===== config.mk =====
export PLATFORM = sky130hd
export DESIGN_NAME = stx_frame_receiver_dispatch_flat
export DESIGN_NICKNAME = d
export VERILOG_FILES = /design/src/rtl/stxfrd_pkg.sv /design/src/rtl/stxfrd_if.sv /design/src/rtl/stxfrd_front.sv /design/src/rtl/stxfrd_queue.sv /design/src/rtl/stxfrd_back.sv /design/src/rtl/stx_frame_receiver_dispatch.sv /design/src/flat_wrapper.sv
export SDC_FILE = /design/constraint.sdc
export NUM_CORES = 1
export LEC_CHECK = 0
export BUFFER_PORTS_ARGS = -buffer_cell sky130_fd_sc_hd__buf_4
export CAP_MARGIN = 20
export CORE_MARGIN = 3
export CORE_UTILIZATION = 45
export DETAILED_ROUTE_END_ITERATION = 10
export PLACE_DENSITY = 0.63
export SYNTH_ARGS = -nofsm -noshare
export SYNTH_HDL_FRONTEND = slang
export SYNTH_HIERARCHICAL = 1
export SYNTH_SLANG_ARGS = --single-unit

===== constraint.sdc =====
create_clock -name clock -period 5.3 [get_ports clock]
set_input_delay 1.06 -clock clock [delete_from_list [all_inputs] [get_ports clock]]
set_output_delay 1.06 -clock clock [all_outputs]
set_load 0.1 [all_outputs]

===== src/rtl/stxfrd_pkg.sv =====
`timescale 1ns / 1ps
// Shared constants, status codes and types of the STX frame receiver.
// No dependencies; every other file of the block refers to this package.
package stxfrd_pkg;

   localparam int BYTE_W        = 8;
   localparam int LEN_W         = 5;
   localparam int SLOT_W        = 2;
   localparam int STATUS_W      = 3;
   localparam int COUNT_W       = 3;
   localparam int PAYLOAD_MAX   = 32;
   localparam int PL_ADDR_W     = $clog2(PAYLOAD_MAX);
   localparam int HANDLER_SLOTS = 4;
   localparam int NUM_CODE_REGS = 4;
   localparam int Q_DEPTH       = 2;
   localparam int Q_PTR_W       = (Q_DEPTH > 1) ? $clog2(Q_DEPTH) : 1;
   localparam int Q_CNT_W       = $clog2(Q_DEPTH + 1);
   localparam int CSR_ADDR_W    = 5;
   localparam int CSR_DATA_W    = 32;

   // result status codes
   localparam logic [STATUS_W-1:0] ST_PAYLOAD    = 3'd0;
   localparam logic [STATUS_W-1:0] ST_EMPTY      = 3'd1;
   localparam logic [STATUS_W-1:0] ST_NO_HANDLER = 3'd2;
   localparam logic [STATUS_W-1:0] ST_CSUM_ERR   = 3'd3;
   localparam logic [STATUS_W-1:0] ST_START_ERR  = 3'd4;
   localparam logic [STATUS_W-1:0] ST_LEN_ERR    = 3'd5;

   // register indexes (byte address / 4)
   localparam logic [2:0] REG_START_BYTE    = 3'd0;
   localparam logic [2:0] REG_HANDLER_COUNT = 3'd1;
   localparam logic [2:0] REG_HANDLER_CODE0 = 3'd2;
   localparam logic [2:0] REG_HANDLER_CODE1 = 3'd3;
   localparam logic [2:0] REG_HANDLER_CODE2 = 3'd4;
   localparam logic [2:0] REG_HANDLER_CODE3 = 3'd5;

   typedef struct packed {
      logic [BYTE_W-1:0]                     start_byte;
      logic [COUNT_W-1:0]                    handler_count;
      logic [NUM_CODE_REGS-1:0][BYTE_W-1:0]  handler_code;
   } cfg_type;

   // one entry of the front-to-back queue
   typedef struct packed {
      logic [STATUS_W-1:0] status;
      logic [BYTE_W-1:0]   cmd;
      logic [SLOT_W-1:0]   slot;
      logic [LEN_W-1:0]    len;
   } job_type;

   typedef struct packed {
      logic full;
      logic empty;
   } q_status_type;

   typedef struct packed {
      logic                 en;
      logic [PL_ADDR_W-1:0] addr;
      logic [BYTE_W-1:0]    data;
   } pl_wr_type;

endpackage


===== src/rtl/stxfrd_if.sv =====
`timescale 1ns / 1ps
// Valid/ready channel interfaces of the STX frame receiver.
// Depends on stxfrd_pkg for field widths.
interface stxfrd_req_if;
   logic                          valid;
   logic                          ready;
   logic [stxfrd_pkg::BYTE_W-1:0] rx_byte;
   modport source (output valid, output rx_byte, input ready);
   modport sink   (input valid, input rx_byte, output ready);
endinterface

interface stxfrd_rsp_if;
   logic                            valid;
   logic                            ready;
   logic [stxfrd_pkg::STATUS_W-1:0] status;
   logic [stxfrd_pkg::BYTE_W-1:0]   data_byte;
   logic [stxfrd_pkg::BYTE_W-1:0]   frame_cmd;
   logic [stxfrd_pkg::SLOT_W-1:0]   slot_index;
   logic [stxfrd_pkg::LEN_W-1:0]    payload_len;
   logic                            last;
   modport source (output valid, output status, output data_byte, output frame_cmd,
                   output slot_index, output payload_len, output last, input ready);
   modport sink   (input valid, input status, input data_byte, input frame_cmd,
                   input slot_index, input payload_len, input last, output ready);
endinterface


===== src/rtl/stxfrd_front.sv =====
`timescale 1ns / 1ps
// Frame parser: takes bytes, checks the frame and pushes one job per frame end or error.
// Depends on stxfrd_pkg and stxfrd_req_if.
module stxfrd_front (
   input  logic                     clock,
   input  logic                     reset,
   stxfrd_req_if.sink               req_chan,
   input  stxfrd_pkg::cfg_type      cfg,
   input  stxfrd_pkg::q_status_type q_status,
   input  logic                     back_busy,
   output logic                     push_valid,
   output stxfrd_pkg::job_type      push_job,
   output stxfrd_pkg::pl_wr_type    pl_wr
);

   localparam logic [2:0] PH_IDLE = 3'd0;
   localparam logic [2:0] PH_LEN  = 3'd1;
   localparam logic [2:0] PH_CMD  = 3'd2;
   localparam logic [2:0] PH_DATA = 3'd3;
   localparam logic [2:0] PH_SUM  = 3'd4;

   logic [2:0]                       phase_ff, phase_in;
   logic [stxfrd_pkg::LEN_W-1:0]     len_ff, len_in;
   logic [stxfrd_pkg::BYTE_W-1:0]    cmd_ff, cmd_in;
   logic [stxfrd_pkg::LEN_W-1:0]     count_ff, count_in;
   logic [stxfrd_pkg::BYTE_W-1:0]    sum_ff, sum_in;
   logic                             accept;
   logic [stxfrd_pkg::BYTE_W-1:0]    b;
   logic [stxfrd_pkg::BYTE_W-1:0]    sum_next;
   logic                             found;
   logic [stxfrd_pkg::SLOT_W-1:0]    found_slot;

   // hold payload bytes while the back end may still read the store
   assign req_chan.ready = !q_status.full &&
                           !(phase_ff == PH_DATA && (back_busy || !q_status.empty));
   assign accept   = req_chan.valid && req_chan.ready;
   assign b        = req_chan.rx_byte;
   assign sum_next = sum_ff + b;

   // lowest matching slot wins
   always_comb begin
      found      = 1'b0;
      found_slot = '0;
      for (int i = stxfrd_pkg::HANDLER_SLOTS - 1; i >= 0; i--) begin
         if (stxfrd_pkg::COUNT_W'(i) < cfg.handler_count &&
             cfg.handler_code[i] == cmd_ff) begin
            found      = 1'b1;
            found_slot = stxfrd_pkg::SLOT_W'(i);
         end
      end
   end

   always_comb begin
      phase_in   = phase_ff;
      len_in     = len_ff;
      cmd_in     = cmd_ff;
      count_in   = count_ff;
      sum_in     = sum_ff;
      push_valid = 1'b0;
      push_job   = '0;
      pl_wr      = '0;
      if (accept) begin
         unique case (phase_ff)
            PH_IDLE: begin
               if (b != cfg.start_byte) begin
                  push_valid      = 1'b1;
                  push_job.status = stxfrd_pkg::ST_START_ERR;
               end else begin
                  sum_in   = b;
                  len_in   = '0;
                  cmd_in   = '0;
                  count_in = '0;
                  phase_in = PH_LEN;
               end
            end
            PH_LEN: begin
               if (b >= stxfrd_pkg::BYTE_W'(stxfrd_pkg::PAYLOAD_MAX) ||
                   b > stxfrd_pkg::BYTE_W'(31)) begin
                  push_valid      = 1'b1;
                  push_job.status = stxfrd_pkg::ST_LEN_ERR;
                  phase_in        = PH_IDLE;
               end else begin
                  len_in   = b[stxfrd_pkg::LEN_W-1:0];
                  sum_in   = sum_next;
                  phase_in = PH_CMD;
               end
            end
            PH_CMD: begin
               cmd_in   = b;
               sum_in   = sum_next;
               count_in = '0;
               phase_in = (len_ff == '0) ? PH_SUM : PH_DATA;
            end
            PH_DATA: begin
               pl_wr.en   = 1'b1;
               pl_wr.addr = stxfrd_pkg::PL_ADDR_W'(count_ff);
               pl_wr.data = b;
               sum_in     = sum_next;
               count_in   = count_ff + 1'b1;
               if (count_in >= len_ff) begin
                  phase_in = PH_SUM;
               end
            end
            PH_SUM: begin
               push_valid   = 1'b1;
               phase_in     = PH_IDLE;
               push_job.cmd = cmd_ff;
               push_job.len = len_ff;
               if (b != sum_ff) begin
                  push_job.status = stxfrd_pkg::ST_CSUM_ERR;
               end else if (!found) begin
                  push_job.status = stxfrd_pkg::ST_NO_HANDLER;
               end else if (len_ff == '0) begin
                  push_job.status = stxfrd_pkg::ST_EMPTY;
                  push_job.slot   = found_slot;
               end else begin
                  push_job.status = stxfrd_pkg::ST_PAYLOAD;
                  push_job.slot   = found_slot;
               end
            end
            default: begin
               phase_in = PH_IDLE;
            end
         endcase
      end
   end

   always_ff @(posedge clock) begin
      if (reset) begin
         phase_ff <= PH_IDLE;
         len_ff   <= '0;
         cmd_ff   <= '0;
         count_ff <= '0;
         sum_ff   <= '0;
      end else begin
         phase_ff <= phase_in;
         len_ff   <= len_in;
         cmd_ff   <= cmd_in;
         count_ff <= count_in;
         sum_ff   <= sum_in;
      end
   end

endmodule


===== src/rtl/stxfrd_queue.sv =====
`timescale 1ns / 1ps
// Short job queue between the frame parser and the result sequencer.
// Depends on stxfrd_pkg.
module stxfrd_queue (
   input  logic                     clock,
   input  logic                     reset,
   input  logic                     push_valid,
   input  stxfrd_pkg::job_type      push_job,
   input  logic                     pop,
   output stxfrd_pkg::job_type      head_job,
   output stxfrd_pkg::q_status_type q_status
);

   stxfrd_pkg::job_type               entry_ff [stxfrd_pkg::Q_DEPTH];
   logic [stxfrd_pkg::Q_PTR_W-1:0]    wr_ptr_ff, wr_ptr_in;
   logic [stxfrd_pkg::Q_PTR_W-1:0]    rd_ptr_ff, rd_ptr_in;
   logic [stxfrd_pkg::Q_CNT_W-1:0]    count_ff, count_in;
   logic                              do_push;
   logic                              do_pop;

   assign q_status.full  = (count_ff == stxfrd_pkg::Q_CNT_W'(stxfrd_pkg::Q_DEPTH));
   assign q_status.empty = (count_ff == '0);
   assign do_push        = push_valid && !q_status.full;
   assign do_pop         = pop && !q_status.empty;
   assign head_job       = entry_ff[rd_ptr_ff];

   always_comb begin
      wr_ptr_in = wr_ptr_ff;
      rd_ptr_in = rd_ptr_ff;
      count_in  = count_ff;
      if (do_push) begin
         wr_ptr_in = (wr_ptr_ff == stxfrd_pkg::Q_PTR_W'(stxfrd_pkg::Q_DEPTH - 1)) ?
                     '0 : wr_ptr_ff + 1'b1;
      end
      if (do_pop) begin
         rd_ptr_in = (rd_ptr_ff == stxfrd_pkg::Q_PTR_W'(stxfrd_pkg::Q_DEPTH - 1)) ?
                     '0 : rd_ptr_ff + 1'b1;
      end
      if (do_push && !do_pop) begin
         count_in = count_ff + 1'b1;
      end else if (do_pop && !do_push) begin
         count_in = count_ff - 1'b1;
      end
   end

   always_ff @(posedge clock) begin
      if (do_push) begin
         entry_ff[wr_ptr_ff] <= push_job;
      end
   end

   always_ff @(posedge clock) begin
      if (reset) begin
         wr_ptr_ff <= '0;
         rd_ptr_ff <= '0;
         count_ff  <= '0;
      end else begin
         wr_ptr_ff <= wr_ptr_in;
         rd_ptr_ff <= rd_ptr_in;
         count_ff  <= count_in;
      end
   end

endmodule


===== src/rtl/stxfrd_back.sv =====
`timescale 1ns / 1ps
// Result sequencer: pops jobs, drains the payload store and drives the output register.
// Depends on stxfrd_pkg and stxfrd_rsp_if.
module stxfrd_back (
   input  logic                     clock,
   input  logic                     reset,
   input  stxfrd_pkg::job_type      head_job,
   input  stxfrd_pkg::q_status_type q_status,
   input  stxfrd_pkg::pl_wr_type    pl_wr,
   output logic                     pop,
   output logic                     busy,
   stxfrd_rsp_if.source             rsp_chan
);

   logic [stxfrd_pkg::BYTE_W-1:0]   store [stxfrd_pkg::PAYLOAD_MAX];

   logic                            busy_ff, busy_in;
   logic [stxfrd_pkg::LEN_W-1:0]    idx_ff, idx_in;
   stxfrd_pkg::job_type             cur_ff, cur_in;
   logic                            out_valid_ff, out_valid_in;
   stxfrd_pkg::job_type             out_job_ff;
   logic                            out_last_ff;
   logic [stxfrd_pkg::BYTE_W-1:0]   out_data_ff;

   logic                            load;
   logic                            emit;
   stxfrd_pkg::job_type             sel;
   logic                            is_pl;
   logic [stxfrd_pkg::LEN_W-1:0]    rd_idx;
   logic [stxfrd_pkg::LEN_W-1:0]    rd_next;
   logic                            sel_last;

   assign load     = !out_valid_ff || rsp_chan.ready;
   assign emit     = load && (busy_ff || !q_status.empty);
   assign pop      = load && !busy_ff && !q_status.empty;
   assign busy     = busy_ff;
   assign sel      = busy_ff ? cur_ff : head_job;
   assign is_pl    = busy_ff || (head_job.status == stxfrd_pkg::ST_PAYLOAD);
   assign rd_idx   = busy_ff ? idx_ff : '0;
   assign rd_next  = rd_idx + 1'b1;
   assign sel_last = !is_pl || (rd_next == sel.len);

   always_comb begin
      busy_in      = busy_ff;
      idx_in       = idx_ff;
      cur_in       = cur_ff;
      out_valid_in = out_valid_ff;
      if (load) begin
         out_valid_in = emit;
      end
      if (emit) begin
         if (is_pl && !sel_last) begin
            busy_in = 1'b1;
            idx_in  = rd_next;
            cur_in  = sel;
         end else begin
            busy_in = 1'b0;
         end
      end
   end

   always_ff @(posedge clock) begin
      if (pl_wr.en) begin
         store[pl_wr.addr] <= pl_wr.data;
      end
   end

   // output register; payload data comes straight from the store read
   always_ff @(posedge clock) begin
      if (emit) begin
         out_job_ff  <= sel;
         out_last_ff <= sel_last;
         out_data_ff <= is_pl ? store[stxfrd_pkg::PL_ADDR_W'(rd_idx)] : '0;
      end
      idx_ff <= idx_in;
      cur_ff <= cur_in;
   end

   always_ff @(posedge clock) begin
      if (reset) begin
         busy_ff      <= 1'b0;
         out_valid_ff <= 1'b0;
      end else begin
         busy_ff      <= busy_in;
         out_valid_ff <= out_valid_in;
      end
   end

   assign rsp_chan.valid       = out_valid_ff;
   assign rsp_chan.status      = out_job_ff.status;
   assign rsp_chan.data_byte   = out_data_ff;
   assign rsp_chan.frame_cmd   = out_job_ff.cmd;
   assign rsp_chan.slot_index  = out_job_ff.slot;
   assign rsp_chan.payload_len = out_job_ff.len;
   assign rsp_chan.last        = out_last_ff;

endmodule


===== src/rtl/stx_frame_receiver_dispatch.sv =====
`timescale 1ns / 1ps
// STX frame receiver and command dispatch: top level with the APB register block.
// Throughput: 1 byte per cycle in; 1 result per cycle out if the sink is ready;
// a payload run drains back to back from the payload store. Input holds while
// the 2-entry job queue is full, and payload bytes of the next frame wait while
// a drain is queued or running.
// Reset: synchronous; resets control state and registers, payload store is not cleared.
module stx_frame_receiver_dispatch (
   input  logic                                clock,
   input  logic                                reset,
   stxfrd_req_if.sink                          req_chan,
   stxfrd_rsp_if.source                        rsp_chan,
   input  logic                                csr_psel,
   input  logic                                csr_penable,
   input  logic                                csr_pwrite,
   input  logic [stxfrd_pkg::CSR_ADDR_W-1:0]   csr_paddr,
   input  logic [stxfrd_pkg::CSR_DATA_W-1:0]   csr_pwdata,
   output logic [stxfrd_pkg::CSR_DATA_W-1:0]   csr_prdata,
   output logic                                csr_pready
);

   stxfrd_pkg::cfg_type       cfg_ff, cfg_in;
   logic                      csr_wr;
   logic [2:0]                csr_idx;

   stxfrd_pkg::q_status_type  q_status;
   stxfrd_pkg::job_type       push_job;
   stxfrd_pkg::job_type       head_job;
   stxfrd_pkg::pl_wr_type     pl_wr;
   logic                      push_valid;
   logic                      pop;
   logic                      back_busy;

   // ---------------------------------------------------------------
   // Register block: zero wait state, write on the access phase.
   // ---------------------------------------------------------------
   assign csr_pready = 1'b1;
   assign csr_wr     = csr_psel && csr_penable && csr_pwrite;
   assign csr_idx    = csr_paddr[4:2];

   always_comb begin
      cfg_in = cfg_ff;
      if (csr_wr) begin
         unique case (csr_idx)
            stxfrd_pkg::REG_START_BYTE:    cfg_in.start_byte      = csr_pwdata[7:0];
            stxfrd_pkg::REG_HANDLER_COUNT: cfg_in.handler_count   = csr_pwdata[2:0];
            stxfrd_pkg::REG_HANDLER_CODE0: cfg_in.handler_code[0] = csr_pwdata[7:0];
            stxfrd_pkg::REG_HANDLER_CODE1: cfg_in.handler_code[1] = csr_pwdata[7:0];
            stxfrd_pkg::REG_HANDLER_CODE2: cfg_in.handler_code[2] = csr_pwdata[7:0];
            stxfrd_pkg::REG_HANDLER_CODE3: cfg_in.handler_code[3] = csr_pwdata[7:0];
            default: ;  // drop writes beyond the register list
         endcase
      end
   end

   always_comb begin
      csr_prdata = '0;
      unique case (csr_idx)
         stxfrd_pkg::REG_START_BYTE:    csr_prdata[7:0] = cfg_ff.start_byte;
         stxfrd_pkg::REG_HANDLER_COUNT: csr_prdata[2:0] = cfg_ff.handler_count;
         stxfrd_pkg::REG_HANDLER_CODE0: csr_prdata[7:0] = cfg_ff.handler_code[0];
         stxfrd_pkg::REG_HANDLER_CODE1: csr_prdata[7:0] = cfg_ff.handler_code[1];
         stxfrd_pkg::REG_HANDLER_CODE2: csr_prdata[7:0] = cfg_ff.handler_code[2];
         stxfrd_pkg::REG_HANDLER_CODE3: csr_prdata[7:0] = cfg_ff.handler_code[3];
         default:                       csr_prdata      = '0;
      endcase
   end

   always_ff @(posedge clock) begin
      if (reset) begin
         cfg_ff.start_byte    <= 8'd2;
         cfg_ff.handler_count <= '0;
         cfg_ff.handler_code  <= '0;
      end else begin
         cfg_ff <= cfg_in;
      end
   end

   // ---------------------------------------------------------------
   // Front end: parse bytes, check sum, match handler, push one job
   // per frame end or error beat.
   // ---------------------------------------------------------------
   stxfrd_front u_front (
      .clock      (clock),
      .reset      (reset),
      .req_chan   (req_chan),
      .cfg        (cfg_ff),
      .q_status   (q_status),
      .back_busy  (back_busy),
      .push_valid (push_valid),
      .push_job   (push_job),
      .pl_wr      (pl_wr)
   );

   // Decouple parser from sequencer so each side stalls on its own.
   stxfrd_queue u_queue (
      .clock      (clock),
      .reset      (reset),
      .push_valid (push_valid),
      .push_job   (push_job),
      .pop        (pop),
      .head_job   (head_job),
      .q_status   (q_status)
   );

   // Back end: turn each job into one status beat or a run of payload beats.
   stxfrd_back u_back (
      .clock      (clock),
      .reset      (reset),
      .head_job   (head_job),
      .q_status   (q_status),
      .pl_wr      (pl_wr),
      .pop        (pop),
      .busy       (back_busy),
      .rsp_chan   (rsp_chan)
   );

endmodule

===== src/flat_wrapper.sv =====
// flat-port wrapper written by rule: the top's interface ports become plain ports
module stx_frame_receiver_dispatch_flat 
  (clock, reset, csr_psel, csr_penable, csr_pwrite, csr_paddr, csr_pwdata, csr_prdata, csr_pready, req_chan_valid, req_chan_rx_byte, req_chan_ready, rsp_chan_valid, rsp_chan_status, rsp_chan_data_byte, rsp_chan_frame_cmd, rsp_chan_slot_index, rsp_chan_payload_len, rsp_chan_last, rsp_chan_ready);
  stxfrd_req_if req_chan_i ();
  stxfrd_rsp_if rsp_chan_i ();
  input  logic clock;
  input  logic reset;
  input  logic csr_psel;
  input  logic csr_penable;
  input  logic csr_pwrite;
  input  logic [stxfrd_pkg::CSR_ADDR_W-1:0] csr_paddr;
  input  logic [stxfrd_pkg::CSR_DATA_W-1:0] csr_pwdata;
  output logic [stxfrd_pkg::CSR_DATA_W-1:0] csr_prdata;
  output logic csr_pready;
  input wire logic [$bits(req_chan_i.valid)-1:0] req_chan_valid;
  input wire logic [$bits(req_chan_i.rx_byte)-1:0] req_chan_rx_byte;
  output wire logic [$bits(req_chan_i.ready)-1:0] req_chan_ready;
  output wire logic [$bits(rsp_chan_i.valid)-1:0] rsp_chan_valid;
  output wire logic [$bits(rsp_chan_i.status)-1:0] rsp_chan_status;
  output wire logic [$bits(rsp_chan_i.data_byte)-1:0] rsp_chan_data_byte;
  output wire logic [$bits(rsp_chan_i.frame_cmd)-1:0] rsp_chan_frame_cmd;
  output wire logic [$bits(rsp_chan_i.slot_index)-1:0] rsp_chan_slot_index;
  output wire logic [$bits(rsp_chan_i.payload_len)-1:0] rsp_chan_payload_len;
  output wire logic [$bits(rsp_chan_i.last)-1:0] rsp_chan_last;
  input wire logic [$bits(rsp_chan_i.ready)-1:0] rsp_chan_ready;
  assign req_chan_i.valid = req_chan_valid;
  assign req_chan_i.rx_byte = req_chan_rx_byte;
  assign req_chan_ready = req_chan_i.ready;
  assign rsp_chan_valid = rsp_chan_i.valid;
  assign rsp_chan_status = rsp_chan_i.status;
  assign rsp_chan_data_byte = rsp_chan_i.data_byte;
  assign rsp_chan_frame_cmd = rsp_chan_i.frame_cmd;
  assign rsp_chan_slot_index = rsp_chan_i.slot_index;
  assign rsp_chan_payload_len = rsp_chan_i.payload_len;
  assign rsp_chan_last = rsp_chan_i.last;
  assign rsp_chan_i.ready = rsp_chan_ready;
  stx_frame_receiver_dispatch u_core (.clock(clock), .reset(reset), .req_chan(req_chan_i), .rsp_chan(rsp_chan_i), .csr_psel(csr_psel), .csr_penable(csr_penable), .csr_pwrite(csr_pwrite), .csr_paddr(csr_paddr), .csr_pwdata(csr_pwdata), .csr_prdata(csr_prdata), .csr_pready(csr_pready));
endmodule

==> qor.yml <==
hold_path:
  worstHoldEndpoint: "u_core/u_front/sum_ff[0]"
  hold_depth: 2
  holdCritPathClass: "flip-flop to flip-flop"
  hold_path_startpoint: "u_core/u_front/sum_ff[0]"
pwr:
  seqPwrFrac_pct: 42.7
  power_frac_clock_pct: 33.7
  powerDensity_mw_per_mm2: 444.7
  ir_worst_vdd_mv: 0.3060
  p_comb_share_pct: 23.6
  switchingPower_uw: 3030
  power.total_uw: 9334
  p_leak_uw: 0.007843
  switching_share_pct: 32.46
  p_int_uw: 6304
route:
  dr.pass1.iters: 5
  vias_per_cell: 5.674
  wl_per_cell_microns: 21.44
  postRouteAntennaNets: 0
  wl_mm: 41.98
  dr.first_iter.drc_count: 903
  num_vias: 11110
  post-route-drc-count: 0
clocking:
  clockBufferDepth: 3
  root_buffer: "clkbuf_16"
  cts_tree: "built"
  path_clk_slew_ps: 60
  cts.sinks: 421
  cts_buffers: 44
  postCtsSetupBuffers: 0
  cts_resized: 0
  clock_latency_ps: 560
  cts_hold_buf: 0
  cts.htree.levels: 2
synthesis:
  synth_edf_count: 342
  syn_area_sq_mm: 0.01872
  synth.area.top_cells: "edfxtp_1 55%, dfxtp_1 8.4%, mux2i_1 4.9%"
  synth_area_leader_cell: "edfxtp_1"
  synth_warnings: 6
  synth_area_per_cell_sq_um: 13.93
  ys_types: 90
  ys_ff_latch: 421
  netlist.area_leader.share_pct: 54.87
  synthCells: 1344
  ys_seq_area_share_pct: 63.32
  ys.flop_type: "edfxtp_1"
  synthArstFlopShare_pct: 0
  synth.top_cells.by_count: "342 x edfxtp_1, 92 x mux2i_1, 79 x dfxtp_1"
  synth.most_common_cell: "edfxtp_1"
global_route:
  grt_max_degree: 90
  grtUsageTotal_pct: 18.81
  grt_pass1_vias: 10960
  grt_overflow_total: 0
  grt_pass1_wl_mm: 64.69
  antenna_found_initial: 0
flow_run:
  cap_violations: 0
layout:
  final_core_util_pct: 51.29
  fillers: 3496
  stdcell_area_sq_mm: 0.02099
  drive_gt1_share_pct: 18.30
  multiInputGateArea_sq_mm: 0.006248
  diodes: 0
  fin_nets: 1459
  regArea_sq_mm: 0.01185
  area_growth_pct: 12.15
sta:
  rsz0062_at_grt: "false"
  timing.final.ws_setup_ps: 1340
  period_share_pct: 74.71
  hold_violations: 0
  finalCriticalPeriod_ps: 3960
  fin_tns_setup_ps: 0
  worst_clock_skew_ps: 9.493
  relSlewSlack_pct: 36.59
  max_slew.worst_pin.slew_ps: 943.9
  maxSlewViolCount: 0
  fmax_mhz: 252.6
  setup_viol_count_final: 0
critical_path:
  path_class: "flip-flop to flip-flop"
  cp_data_arrival_time_ps: 4150
  rr_startpoint: "u_core/u_front/phase_ff[1]"
  critPathCaptureType: "flip-flop"
  cp_max_fo: 20
  start_kind: "flip-flop"
  worst-r2r-setup-slack_ps: 1340
  worstPathRequired_ps: 5490
  r2r_end: "u_core/u_back/store[21][2]"
  reg2reg_depth: 5
run_status:
  status: "finished clean"
floorplan:
  dieArea_sq_mm: 0.04407
  initial_core_util_pct: 45.73
  rows: 74
  die_w_microns: 209.9
  die_h_microns: 209.9
  ios: 114
  core_sq_mm: 0.04092
placed_design:
  portBuffers: 62
  dp_hpwl_mm: 26.45
  pre_cts_slack_ps: 1252
  gp_congestion: 0.8513
  placed_area_sq_mm: 0.01944
## worst max-delay path by stage
stage | from | endpoint
2_1_floorplan | csr_paddr[2] | csr_prdata[5]
3_3_place_gp | req_chan_valid | u_core/u_back/store[21][1]
3_5_place_dp | req_chan_valid | u_core/u_back/store[21][1]
4_1_cts | u_core/u_front/phase_ff[1] | u_core/u_back/store[21][2]
5_1_grt | u_core/u_front/phase_ff[1] | u_core/u_back/store[21][0]
6_report | u_core/u_front/phase_ff[1] | u_core/u_back/store[21][2]
## logic make-up after synthesis
family,after synthesis,share of synthesized area (%)
flops,421,63.32
simple gates,334,9.947
compound gates,225,8.751
mux,163,10.29
buf+inv,125,3.830
xor+xnor,58,2.714
fa+ha+maj,16,1.110
other cells,2,0.04012
## through the flow
step,cells,hold WS [ps]
2_1_floorplan,1367,435.6
3_3_place_gp,1874,448.4
3_5_place_dp,1874,460.1
4_1_cts,1955,467.4
5_1_grt,1958,495.3
6_report,1958,466.1
## placed cells by master (no fill, tap or decap), types with 9 or more instances in the layout
| cell | Yosys | routed |
|---|---|---|
| edfxtp_1 | 342 | 342 |
| mux2i_1 | 92 | 92 |
| buf_4 | 37 | 80 |
| dfxtp_1 | 79 | 78 |
| nor2_1 | 73 | 72 |
| nand2b_1 | 65 | 65 |
| mux2_2 | 52 | 52 |
| nand2_1 | 49 | 49 |
| clkbuf_16 | 0 | 47 |
| a21oi_1 | 43 | 43 |
| xnor2_1 | 35 | 35 |
| o22ai_1 | 33 | 33 |
| o21ai_0 | 29 | 29 |
| conb_1 | 2 | 25 |
| o221ai_1 | 25 | 25 |
| and3_1 | 25 | 25 |
| xor2_1 | 23 | 23 |
| a211oi_1 | 22 | 22 |
| inv_1 | 19 | 19 |
| mux4_2 | 18 | 18 |
| ha_1 | 15 | 15 |
| and2_1 | 14 | 14 |
| nand3_1 | 12 | 12 |
| nor3_1 | 12 | 11 |
| clkinv_1 | 0 | 10 |
| nor4_1 | 11 | 10 |
| clkinv_2 | 1 | 9 |
## critical path, cell delays in order (launching register included)
cell	delay, ps
dfxtp_1	730
nand3b_1	430
nor3_1	870
and2_1	300
nand3b_1	420
nor2_1	830
## routing by layer
layer,vias to the layer above,GRT usage [%],wire length [microns],part of all wire (%)
met5,-,0,0,0
met4,0,5.843,1097,2.6
met3,77,2.828,2082,5.0
met2,306,30.04,19700,47
met1,5545,26.87,19100,46
li1,5182,-,-,-
## power by group through the flow
stage	clock, uW	combinational [uW]	sequential, uW
global route	3350	2320	4010
global placement	0	2190	4050
finish	3140	2210	3990
floorplan	0	967	4820
detailed placement	0	2210	4060
CTS	3220	2220	3990
## state kept, by name (all words and copies together), names as in the netlist, named ones only
name                                cells
u_core/u_queue/count_ff                 2
u_core/u_back/rsp_chan.last             1
u_core/u_front/len_ff                   5
u_core/u_back/rsp_chan.payload_len      5
u_core/u_front/count_ff                 5
u_core/u_queue/wr_ptr_ff                1
u_core/u_back/rsp_chan.slot_index       2
u_core/u_back/rsp_chan.valid            1
u_core/u_back/cur_ff                   18
u_core/u_back/store                   256
u_core/cfg_ff                          43
u_core/u_front/sum_ff                   8
u_core/u_back/rsp_chan.data_byte        8
u_core/u_back/idx_ff                    5
u_core/u_queue/rd_ptr_ff                1
u_core/u_front/cmd_ff                   8
u_core/u_back/busy                      1
u_core/u_back/rsp_chan.status           3
u_core/u_front/phase_ff                 3
u_core/u_queue/entry_ff                36
u_core/u_back/rsp_chan.frame_cmd        8
## cell type report
class | count | area share, %
clock inverter | 29 | 1.460
inverter | 20 | 0.3636
multi-input combinational | 821 | 29.77
tap | 532 | 3.171
timing repair buffer | 83 | 3.183
clock buffer | 52 | 5.591
sequential | 421 | 56.46
(Power assumes the default switching activity.)
